<file path="config.mk">
export PLATFORM = sky130hd
export DESIGN_NAME = sorted_priority_queue_unit_flat
export DESIGN_NICKNAME = d
export VERILOG_FILES = /design/src/hw/rtl/spq_pkg.sv /design/src/hw/rtl/spq_req_if.sv /design/src/hw/rtl/spq_rsp_if.sv /design/src/hw/rtl/spq_ctrl.sv /design/src/hw/rtl/spq_dp.sv /design/src/hw/rtl/sorted_priority_queue_unit.sv /design/src/flat_wrapper.sv
export SDC_FILE = /design/constraint.sdc
export NUM_CORES = 2
export LEC_CHECK = 0
export BUFFER_PORTS_ARGS = -buffer_cell sky130_fd_sc_hd__buf_2
export CELL_PAD_IN_SITES_DETAIL_PLACEMENT = 1
export CELL_PAD_IN_SITES_GLOBAL_PLACEMENT = 1
export CORE_ASPECT_RATIO = 0.9
export CORE_MARGIN = 2
export CORE_UTILIZATION = 55
export DETAILED_ROUTE_END_ITERATION = 10
export PLACE_DENSITY_LB_ADDON = 0.15
export SYNTH_ARGS = -nofsm -noshare
export SYNTH_HDL_FRONTEND = slang
export SYNTH_SLANG_ARGS = --single-unit
</file>
<file path="constraint.sdc">
create_clock -name i_clk -period 16.1 [get_ports i_clk]
set_clock_uncertainty 0.1 [all_clocks]
set_input_delay 1.61 -clock i_clk [delete_from_list [all_inputs] [get_ports i_clk]]
set_output_delay 1.61 -clock i_clk [all_outputs]
set_load 0.01 [all_outputs]
</file>
<file path="src/hw/rtl/spq_pkg.sv">
// Shared types and constants for the sorted priority queue.
`default_nettype none

package spq_pkg;

    // Fixed field widths of the request and response words
    localparam int FUNC_W   = 2;
    localparam int KEY_W    = 16;
    localparam int VALUE_W  = 32;
    localparam int STATUS_W = 2;
    localparam int OCC_W    = 5;

    // Operation codes; code 3 does nothing
    typedef logic [FUNC_W-1:0] t_func;
    localparam t_func FUNC_INSERT = 2'd0;
    localparam t_func FUNC_DELETE = 2'd1;
    localparam t_func FUNC_PEEK   = 2'd2;

    // Response status codes
    typedef enum logic [STATUS_W-1:0] {
        STATUS_OK    = 2'd0,
        STATUS_EMPTY = 2'd1,
        STATUS_FULL  = 2'd2
    } t_status;

    // Controller states, one-hot
    typedef enum logic [1:0] {
        ST_IDLE = 2'b01,
        ST_HOLD = 2'b10
    } t_state;

    // Commands from controller to datapath
    typedef struct packed {
        logic  insert;
        logic  pop;
        logic  load;
        t_func func;
    } t_dp_cmd;

    // Status from datapath to controller
    typedef struct packed {
        logic empty;
        logic full;
    } t_dp_stat;

endpackage

`default_nettype wire

</file>
<file path="src/hw/rtl/spq_req_if.sv">
// Request channel: operation, key and payload with valid/ready.
`default_nettype none

interface spq_req_if;
    logic                         valid;
    logic                         ready;
    logic [spq_pkg::FUNC_W-1:0]   func;
    logic [spq_pkg::KEY_W-1:0]    new_key;
    logic [spq_pkg::VALUE_W-1:0]  new_value;

    modport source (output valid, output func, output new_key, output new_value,
                    input ready);
    modport sink   (input valid, input func, input new_key, input new_value,
                    output ready);
endinterface

`default_nettype wire

</file>
<file path="src/hw/rtl/spq_rsp_if.sv">
// Response channel: status, head entry and occupancy with valid/ready.
`default_nettype none

interface spq_rsp_if;
    logic                          valid;
    logic                          ready;
    logic [spq_pkg::STATUS_W-1:0]  status;
    logic [spq_pkg::KEY_W-1:0]     out_key;
    logic [spq_pkg::VALUE_W-1:0]   out_value;
    logic                          is_empty;
    logic [spq_pkg::OCC_W-1:0]     occupancy;

    modport source (output valid, output status, output out_key, output out_value,
                    output is_empty, output occupancy, input ready);
    modport sink   (input valid, input status, input out_key, input out_value,
                    input is_empty, input occupancy, output ready);
endinterface

`default_nettype wire

</file>
<file path="src/hw/rtl/spq_ctrl.sv">
// Handshake controller: accepts requests and holds the response word.
`default_nettype none

module spq_ctrl (
    input  wire logic               i_clk,
    input  wire logic               i_rst_n,
    input  wire logic               i_in_valid,
    input  wire spq_pkg::t_func     i_func,
    output logic                    o_in_ready,
    output logic                    o_out_valid,
    input  wire logic               i_out_ready,
    input  wire spq_pkg::t_dp_stat  i_stat,
    output spq_pkg::t_dp_cmd        o_cmd
);

    spq_pkg::t_state r_state, n_state;
    logic            w_accept;

    // A new word may enter when no response waits or it leaves this cycle
    assign o_in_ready  = (r_state == spq_pkg::ST_IDLE) || i_out_ready;
    assign o_out_valid = (r_state == spq_pkg::ST_HOLD);
    assign w_accept    = i_in_valid && o_in_ready;

    // Command decode
    always_comb begin
        o_cmd.func   = i_func;
        o_cmd.load   = w_accept;
        o_cmd.insert = w_accept && (i_func == spq_pkg::FUNC_INSERT) && !i_stat.full;
        o_cmd.pop    = w_accept && (i_func == spq_pkg::FUNC_DELETE) && !i_stat.empty;
    end

    // Next state
    always_comb begin
        n_state = r_state;
        unique case (r_state)
            spq_pkg::ST_IDLE: begin
                if (w_accept) n_state = spq_pkg::ST_HOLD;
            end
            spq_pkg::ST_HOLD: begin
                if (i_out_ready && !w_accept) n_state = spq_pkg::ST_IDLE;
            end
            default: n_state = spq_pkg::ST_IDLE;
        endcase
    end

    always_ff @(posedge i_clk) begin
        if (!i_rst_n) begin
            r_state <= spq_pkg::ST_IDLE;
        end else begin
            r_state <= n_state;
        end
    end

endmodule

`default_nettype wire

</file>
<file path="src/hw/rtl/spq_dp.sv">
// Datapath: sorted register chain of entries and the response register.
`default_nettype none

module spq_dp #(
    parameter int CAPACITY    = 16,
    parameter int KEY_WIDTH   = 16,
    parameter int VALUE_WIDTH = 32
) (
    input  wire logic                          i_clk,
    input  wire logic                          i_rst_n,
    input  wire spq_pkg::t_dp_cmd              i_cmd,
    input  wire logic [spq_pkg::KEY_W-1:0]     i_key,
    input  wire logic [spq_pkg::VALUE_W-1:0]   i_value,
    output spq_pkg::t_dp_stat                  o_stat,
    output logic [spq_pkg::STATUS_W-1:0]       o_status,
    output logic [spq_pkg::KEY_W-1:0]          o_key,
    output logic [spq_pkg::VALUE_W-1:0]        o_value,
    output logic                               o_is_empty,
    output logic [spq_pkg::OCC_W-1:0]          o_occupancy
);

    // Stored widths: the port width bounds what can ever be kept
    localparam int KW    = (KEY_WIDTH < spq_pkg::KEY_W) ? KEY_WIDTH : spq_pkg::KEY_W;
    localparam int VW    = (VALUE_WIDTH < spq_pkg::VALUE_W) ? VALUE_WIDTH
                                                            : spq_pkg::VALUE_W;
    localparam int CW    = $clog2(CAPACITY + 1);
    localparam int KOW   = spq_pkg::KEY_W;
    localparam int VOW   = spq_pkg::VALUE_W;
    localparam int OW    = spq_pkg::OCC_W;

    logic [KW-1:0]       r_key [CAPACITY];
    logic [VW-1:0]       r_val [CAPACITY];
    logic [CW-1:0]       r_count, n_count;
    logic [KW-1:0]       w_key;
    logic [VW-1:0]       w_val;
    logic [CAPACITY-1:0] w_le;
    logic                w_head_req;

    spq_pkg::t_status    r_status, n_status;
    logic [KOW-1:0]      r_out_key;
    logic [VOW-1:0]      r_out_val;
    logic                r_is_empty;
    logic [OW-1:0]       r_occ;

    assign w_key = KW'(i_key);
    assign w_val = VW'(i_value);

    assign o_stat.empty = (r_count == '0);
    assign o_stat.full  = (r_count == CW'(CAPACITY));

    // Slot chain: every slot compares against the new key in parallel
    for (genvar i = 0; i < CAPACITY; i++) begin : g_slot
        logic          take_new;
        logic [KW-1:0] prev_key, next_key;
        logic [VW-1:0] prev_val, next_val;

        // Occupied slot whose key is not above the new key stays put
        assign w_le[i] = (CW'(i) < r_count) && (r_key[i] <= w_key);

        if (i == 0) begin : g_head
            assign take_new = 1'b1;
            assign prev_key = w_key;
            assign prev_val = w_val;
        end else begin : g_body
            assign take_new = w_le[i-1];
            assign prev_key = r_key[i-1];
            assign prev_val = r_val[i-1];
        end

        if (i == CAPACITY - 1) begin : g_tail
            assign next_key = r_key[i];
            assign next_val = r_val[i];
        end else begin : g_inner
            assign next_key = r_key[i+1];
            assign next_val = r_val[i+1];
        end

        // Insert: first slot above the key takes the new entry, later ones shift down; pop shifts every slot up
        always_ff @(posedge i_clk) begin
            if (i_cmd.insert) begin
                if (!w_le[i]) begin
                    r_key[i] <= take_new ? w_key : prev_key;
                    r_val[i] <= take_new ? w_val : prev_val;
                end
            end else if (i_cmd.pop) begin
                r_key[i] <= next_key;
                r_val[i] <= next_val;
            end
        end
    end

    // Entry count
    always_comb begin
        n_count = r_count;
        if (i_cmd.insert) begin
            n_count = r_count + CW'(1);
        end else if (i_cmd.pop) begin
            n_count = r_count - CW'(1);
        end
    end

    always_ff @(posedge i_clk) begin
        if (!i_rst_n) begin
            r_count <= '0;
        end else begin
            r_count <= n_count;
        end
    end

    // Response status
    assign w_head_req = (i_cmd.func == spq_pkg::FUNC_DELETE) ||
                        (i_cmd.func == spq_pkg::FUNC_PEEK);

    always_comb begin
        n_status = spq_pkg::STATUS_OK;
        priority if ((i_cmd.func == spq_pkg::FUNC_INSERT) && o_stat.full) begin
            n_status = spq_pkg::STATUS_FULL;
        end else if (w_head_req && o_stat.empty) begin
            n_status = spq_pkg::STATUS_EMPTY;
        end else begin
            n_status = spq_pkg::STATUS_OK;
        end
    end

    // Response register, loaded once per accepted word
    always_ff @(posedge i_clk) begin
        if (i_cmd.load) begin
            r_status   <= n_status;
            r_out_key  <= (w_head_req && !o_stat.empty) ? KOW'(r_key[0]) : '0;
            r_out_val  <= (w_head_req && !o_stat.empty) ? VOW'(r_val[0]) : '0;
            r_is_empty <= (n_count == '0);
            r_occ      <= OW'(n_count);
        end
    end

    assign o_status    = r_status;
    assign o_key       = r_out_key;
    assign o_value     = r_out_val;
    assign o_is_empty  = r_is_empty;
    assign o_occupancy = r_occ;

endmodule

`default_nettype wire

</file>
<file path="src/hw/rtl/sorted_priority_queue_unit.sv">
// A response word appears in the cycle after its request is accepted.
// Throughput: one request per cycle while the response side takes every word;
//   the sorted slot chain finishes any insert, delete or peek at the edge that accepts it.
// Reset (synchronous, active low) clears the entry count and the handshake
//   state; slot contents are left as they are and are only read below the count.
`default_nettype none

module sorted_priority_queue_unit #(
    parameter int CAPACITY    = 16,
    parameter int KEY_WIDTH   = 16,
    parameter int VALUE_WIDTH = 32
) (
    input  wire logic  i_clk,
    input  wire logic  i_rst_n,
    spq_req_if.sink    i_req,
    spq_rsp_if.source  o_rsp
);

    spq_pkg::t_dp_cmd  w_cmd;
    spq_pkg::t_dp_stat w_stat;

    // Handshake and command sequencing
    spq_ctrl u_ctrl (
        .i_clk       (i_clk),
        .i_rst_n     (i_rst_n),
        .i_in_valid  (i_req.valid),
        .i_func      (i_req.func),
        .o_in_ready  (i_req.ready),
        .o_out_valid (o_rsp.valid),
        .i_out_ready (o_rsp.ready),
        .i_stat      (w_stat),
        .o_cmd       (w_cmd)
    );

    // Entry storage and response word
    spq_dp #(
        .CAPACITY    (CAPACITY),
        .KEY_WIDTH   (KEY_WIDTH),
        .VALUE_WIDTH (VALUE_WIDTH)
    ) u_dp (
        .i_clk       (i_clk),
        .i_rst_n     (i_rst_n),
        .i_cmd       (w_cmd),
        .i_key       (i_req.new_key),
        .i_value     (i_req.new_value),
        .o_stat      (w_stat),
        .o_status    (o_rsp.status),
        .o_key       (o_rsp.out_key),
        .o_value     (o_rsp.out_value),
        .o_is_empty  (o_rsp.is_empty),
        .o_occupancy (o_rsp.occupancy)
    );

`ifndef SYNTHESIS
    // Chain never shifts both ways at once
    a_no_dual_shift: assert property (@(posedge i_clk) disable iff (!i_rst_n)
        !(w_cmd.insert && w_cmd.pop))
        else $error("insert and pop issued together");

    // Every accepted word yields a response word in the next cycle
    a_rsp_follows: assert property (@(posedge i_clk) disable iff (!i_rst_n)
        w_cmd.load |=> o_rsp.valid)
        else $error("response missing after accepted request");

    // An empty-queue response carries no entry and reports an empty queue
    a_empty_rsp: assert property (@(posedge i_clk) disable iff (!i_rst_n)
        (o_rsp.valid && (o_rsp.status == spq_pkg::STATUS_EMPTY)) |->
        (o_rsp.is_empty && (o_rsp.out_key == '0) && (o_rsp.out_value == '0)))
        else $error("empty status with entry data or nonzero occupancy");

    // A full rejection leaves the queue non-empty
    a_full_rsp: assert property (@(posedge i_clk) disable iff (!i_rst_n)
        (o_rsp.valid && (o_rsp.status == spq_pkg::STATUS_FULL)) |-> !o_rsp.is_empty)
        else $error("full status reported on an empty queue");
`endif

endmodule

`default_nettype wire

</file>
<file path="src/flat_wrapper.sv">
// flat-port wrapper written by rule: the top's interface ports become plain ports
module sorted_priority_queue_unit_flat 
#(
    parameter int CAPACITY    = 16,
    parameter int KEY_WIDTH   = 16,
    parameter int VALUE_WIDTH = 32
)
  (i_clk, i_rst_n, i_req_valid, i_req_func, i_req_new_key, i_req_new_value, i_req_ready, o_rsp_valid, o_rsp_status, o_rsp_out_key, o_rsp_out_value, o_rsp_is_empty, o_rsp_occupancy, o_rsp_ready);
  spq_req_if i_req_i ();
  spq_rsp_if o_rsp_i ();
  input  wire logic i_clk;
  input  wire logic i_rst_n;
  input wire logic [$bits(i_req_i.valid)-1:0] i_req_valid;
  input wire logic [$bits(i_req_i.func)-1:0] i_req_func;
  input wire logic [$bits(i_req_i.new_key)-1:0] i_req_new_key;
  input wire logic [$bits(i_req_i.new_value)-1:0] i_req_new_value;
  output wire logic [$bits(i_req_i.ready)-1:0] i_req_ready;
  output wire logic [$bits(o_rsp_i.valid)-1:0] o_rsp_valid;
  output wire logic [$bits(o_rsp_i.status)-1:0] o_rsp_status;
  output wire logic [$bits(o_rsp_i.out_key)-1:0] o_rsp_out_key;
  output wire logic [$bits(o_rsp_i.out_value)-1:0] o_rsp_out_value;
  output wire logic [$bits(o_rsp_i.is_empty)-1:0] o_rsp_is_empty;
  output wire logic [$bits(o_rsp_i.occupancy)-1:0] o_rsp_occupancy;
  input wire logic [$bits(o_rsp_i.ready)-1:0] o_rsp_ready;
  assign i_req_i.valid = i_req_valid;
  assign i_req_i.func = i_req_func;
  assign i_req_i.new_key = i_req_new_key;
  assign i_req_i.new_value = i_req_new_value;
  assign i_req_ready = i_req_i.ready;
  assign o_rsp_valid = o_rsp_i.valid;
  assign o_rsp_status = o_rsp_i.status;
  assign o_rsp_out_key = o_rsp_i.out_key;
  assign o_rsp_out_value = o_rsp_i.out_value;
  assign o_rsp_is_empty = o_rsp_i.is_empty;
  assign o_rsp_occupancy = o_rsp_i.occupancy;
  assign o_rsp_i.ready = o_rsp_ready;
  sorted_priority_queue_unit #(.CAPACITY(CAPACITY), .KEY_WIDTH(KEY_WIDTH), .VALUE_WIDTH(VALUE_WIDTH)) u_core (.i_clk(i_clk), .i_rst_n(i_rst_n), .i_req(i_req_i), .o_rsp(o_rsp_i));
endmodule
</file>
# After elaboration in Yosys (flattened, before gate mapping)
# Memory sizes are Yosys's and may differ from the RTL's.
# Index checks and enable logic that the tools add are counted.
# totals
ramBits	768
regBits	63
n_memories	2
output_inout_bits	58
# mem_list
name	depth	word_bits	read_ports	rd_ports_with_merged_regs	wr	line	source
u_core.u_dp.r_val	16	32	16	0	16	spq_dp.sv:32	logic [VW-1:0] r_val [CAPACITY];
u_core.u_dp.r_key	16	16	16	0	16	spq_dp.sv:31	logic [KW-1:0] r_key [CAPACITY];
# op_classes
reduce_logical	34
bitwise	32
n_mux	119
n_lt_le_gt_ge	32
n_addsub	2
eq_ne	7
# ops
operator	n
32-bit 2-to-1 mux	31
16-bit 2-to-1 mux	31
16-bit <= comparator	16
1-bit 2-to-1 mux	52
4-bit by 5-bit < comparator with 1-bit output (first input constant)	8
1-bit OR	32
1-bit logical AND	25
3-bit by 5-bit < comparator with 1-bit output (first input constant)	4
5-bit zero test	2
1-bit by 5-bit < comparator with 1-bit output (first input constant)	2
2-bit by 5-bit < comparator with 1-bit output (first input constant)	2
5-bit 2-to-1 mux	2
5-bit by 1-bit adder with 5-bit output (second input constant)	1
5-bit == test (second input constant)	1
5-bit by 1-bit subtractor with 5-bit output (second input constant)	1
2-bit by 1-bit == test with 1-bit output (second input constant)	2
2-bit == test (second input constant)	2
2-bit 2-to-1 mux	2
2-bit case mux with 2 select lines	1
1-bit zero test	3
2-bit zero test	1
1-bit logical OR	2
2-bit by 1-bit != test with 1-bit output (second input constant)	1
2-bit != test (second input constant)	1
2-bit AND reduction	1

# Logic depth before layout (Yosys ltp)
# logic_depth
word_depth	9
depth_mapped	13

# By module
# From an unflattened synthesis, not the netlist that was laid out.
# hier_totals
hier_cells	4934
hier_area_um2	49092.1
# modules_own_cells
mod	cells_each	instances	area_per_inst_um2
spq_dp	4918	1	48951.9
spq_ctrl	16	1	140.1

# Worst setup path after synthesis
# Ideal clock, no wire load.
# synth_timing
path_kind	in2reg
from	input i_req_new_key[14]
to	memory u_core.u_dp.r_key[1][32] (netlist bit) (enable)
path_buffers	2
arrival_ps	7201
stages	11
path_slack_ps	8279
cell_sequence	clkbuf_1 -> inv_1 -> ha_1 -> nand4_1 -> or3_1 -> a211oi_1 -> nor3_1 -> nor2_1 -> nor2_2 -> buf_2 -> o21ai_0
# synth_rtl
element	line	source
from (decl)	flat_wrapper.sv:15	input wire logic [$bits(i_req_i.new_key)-1:0] i_req_new_key;
to (decl)	spq_dp.sv:31	

==> flow_summary.yaml <==
critical_path:
  cpPeakStageDelay_ps: 990
  ff2ff_setup_slack_ps: 10090
  crit_top_cell: "buf_4"
  reg2reg_depth: 10
  cp_slowest_cell: "buf_4"
  end_kind: "register"
  cp.arrival_ps: 6410
  crit_fanout: 106
  worstSetupPathType: "reg2reg"
  cp.required_ps: 16500
  cp-start-kind: "register"
  crit_path_cell_trace: "inv_1 -> ha_1 -> nor4b_2 -> nor2b_1 -> nand3_4 -> buf_4 -> buf_4 -> buf_4 -> o21ai_0 -> a211oi_1"
synth:
  synth_compound_gate_area_share: 0.213
  synth_fa_ha_area_frac: 0.0679
  synth_top_family_by_area: "compound AO/OA/AOI/OAI gates"
  synth_top_cell_by_area: "edfxtp_1"
  ys_top_cells_by_area: "edfxtp_1 (51%), ha_1 (6.8%), a21oi_1 (4.9%)"
  yosysMostFrequentCell: "edfxtp_1"
  synth_simple_gate_area_frac: 0.144
  postSynthCellCount: 4715
  synth_async_sr_flop_share: 0
  ys_ff_latch: 831
  synth_edf_count: 824
  ys_warn_count: 0
  netlist_top_cells_count: "edfxtp_1 (824), nor2_1 (553), a21oi_1 (470)"
  synth_cell_types: 63
  synth_mux_area_frac: 0.0112
  yosysSeqAreaShare: 0.516
  synth_xor_area_frac: 0.000726
  synthesis.area_um2: 48200
  synth_flop_cell: "edfxtp_1"
  syn_nets: 5031
  synth_top_area_share: 0.513
  syn_area_per_cell_um2: 10.2
layout:
  fillCellCount: 9315
  layout-drive-gt1-share: 0.136
  finish.utilization: 0.601
  multi_input_area_um2: 21400
  area.growth.synth_to_final_pct: 8.81
  fin_area_um2: 52500
  fin_nets: 4902
  regArea_um2: 24900
route:
  route.vias.total: 42100
  drtIter0Drc: 5120
  drc: 0
  antenna_left: 0
  wirelength_mm: 177
  via_per_inst: 7.24
  wl_per_cell_um: 30.4
  firstDrtPassIters: 6
hold_path:
  hold_depth: 2
  min_path_type: "reg2reg"
clocking:
  hold_buffers: 0
  root_buffer: "clkbuf_16"
  cts_made_buffers: 90
  post_cts_buffers: 0
  cts_htree_levels: 3
  cts_resized: 0
  clk_latency_ps: 690
  clockBufferDepth: 3
  cts_tree: "done"
  cts_sinks: 831
  clkTransAtPathRegs_ps: 60
timing:
  fin_crit_sh: 0.373
  tightest_slew_ps: 1300
  timing.fmax_mhz: 166
  slew_headroom: 0.133
  setup_viol: 0
  finalWorstSetupSlack_ps: 10090
  rsz0062_at_grt: "false"
  hold_viol: 0
  tns_ps: 0
  fin_crit_ps: 6010
  slew_viol_final: 0
global_route:
  antenna_found_initial: 11
  grt_pass1_vias: 43600
  overflow: 0
  grt_pass1_wl_mm: 269
  grt.total_usage: 0.388
  grt_max_degree: 172
pwr:
  p_leak_nw: 18.9
  vdd_drop_max_mv: 0.0807
  power_density_nw_per_um2: 107
floorplan:
  num_io_pins: 112
  die_w_um: 316
  die_height_um: 285
  start_util: 0.552
  fp.dieArea_um2: 90100
  rows: 103
  core-area_um2: 87400
place:
  dpl_worst_slack_ps: 9650
  port-buffer-count: 111
  placed_cell_area_um2: 49500
  dp_hpwl_mm: 109
  place.gp.congestion: 0.912
run:
  cap_viol_max_count: 0
outcome:
  outcome: "finished, final reports clean"
[per-stage QoR]
step | cells | hold slack [ps] | total power [W]
CTS | 5813 | 457 | 0.00563
detailed placement | 5649 | 437 | 0.00349
global placement | 5649 | 427 | 0.00344
finish | 5819 | 458 | 0.00564
floorplan | 4715 | 411 | 0.00319
global route | 5814 | 487 | 0.00580
[cells by family after synthesis]
logic type | after synthesis
mux | 48
flops | 831
fa+ha+maj | 262
simple gates | 1543
compound gates | 1466
buf+inv | 561
xor+xnor | 4
[final cells by class]
class | instances | area share
antenna | 6 | 0.000286
clock buffer | 120 | 0.0466
clock inverter | 44 | 0.00996
inverter | 145 | 0.0104
multi-input combinational | 3323 | 0.408
sequential | 831 | 0.474
tap | 1155 | 0.0275
timing repair buffer | 195 | 0.0231
[critical path, delay by kind of cell, from the launching register on]
family	cells	cell delay [ps]
buffers and inverters	4	2990
and+or+nand+nor	3	1320
DFF	1	520
AOI/OAI and AO/OA	2	450
adders and majority gates	1	280
[registers in the layout, summed over array words and instances, names as in the netlist]
| signal | cells |
|---|---|
| u_core.u_ctrl.r_state | 2 |
| u_core.u_dp.o_status | 2 |
| u_core.u_dp.r_key | 256 |
| u_core.u_dp.o_is_empty | 1 |
| u_core.u_dp.r_count | 5 |
| u_core.u_dp.o_value | 32 |
| u_core.u_dp.r_val | 512 |
| u_core.u_dp.o_occupancy | 5 |
| u_core.u_dp.o_key | 16 |
[final timing paths]
check,startpoint,end
worst min register to register,u_core.u_dp.r_val[0][55],u_core.u_dp.r_val[0][23]
worst max-delay path,u_core.u_dp.r_count[1],u_core.u_dp.r_val[1][115]
worst max register to register,u_core.u_dp.r_count[1],u_core.u_dp.r_val[1][115]
worst min-delay path,u_core.u_dp.r_val[0][55],u_core.u_dp.r_val[0][23]
[placed cells by master, fill, tap and decap left out, drive strengths merged, types with 8 or more instances in the layout]
| cell type | netlist | final |
|---|---|---|
| a211oi | 106 | 106 |
| a21o | 33 | 33 |
| a21oi | 480 | 480 |
| a221oi | 50 | 50 |
| a22oi | 49 | 49 |
| a31oi | 106 | 106 |
| and2 | 64 | 64 |
| and4 | 8 | 8 |
| buf | 152 | 195 |
| bufinv | 0 | 9 |
| clkbuf | 264 | 120 |
| clkinv | 0 | 33 |
| edfxtp | 824 | 824 |
| ha | 262 | 262 |
| inv | 145 | 147 |
| mux2 | 48 | 48 |
| nand2 | 429 | 429 |
| nand2b | 11 | 11 |
| nand3 | 32 | 32 |
| nand4 | 42 | 42 |
| nor2 | 554 | 554 |
| nor2b | 19 | 19 |
| nor3 | 210 | 210 |
| nor4 | 12 | 12 |
| o211ai | 12 | 12 |
| o21a | 10 | 10 |
| o21ai | 164 | 164 |
| o221a | 190 | 190 |
| o221ai | 96 | 96 |
| o22a | 92 | 92 |
| o22ai | 47 | 47 |
| or3 | 143 | 143 |
[report_power, final]
group | switching (W) | internal, W | total (W)
combinational | 0.000549 | 0.000287 | 0.000836
clock | 0.000944 | 0.00122 | 0.00216
sequential | 0.0000907 | 0.00255 | 0.00264
[metal layers]
metal	wire length, um	share of wire	GRT usage
met1	69700	0.39	0.523
met2	81900	0.46	0.607
met3	15400	0.087	0.0617
met4	9880	0.056	0.204
met5	61	0.00034	0
Power figures use the tool's default switching activity.
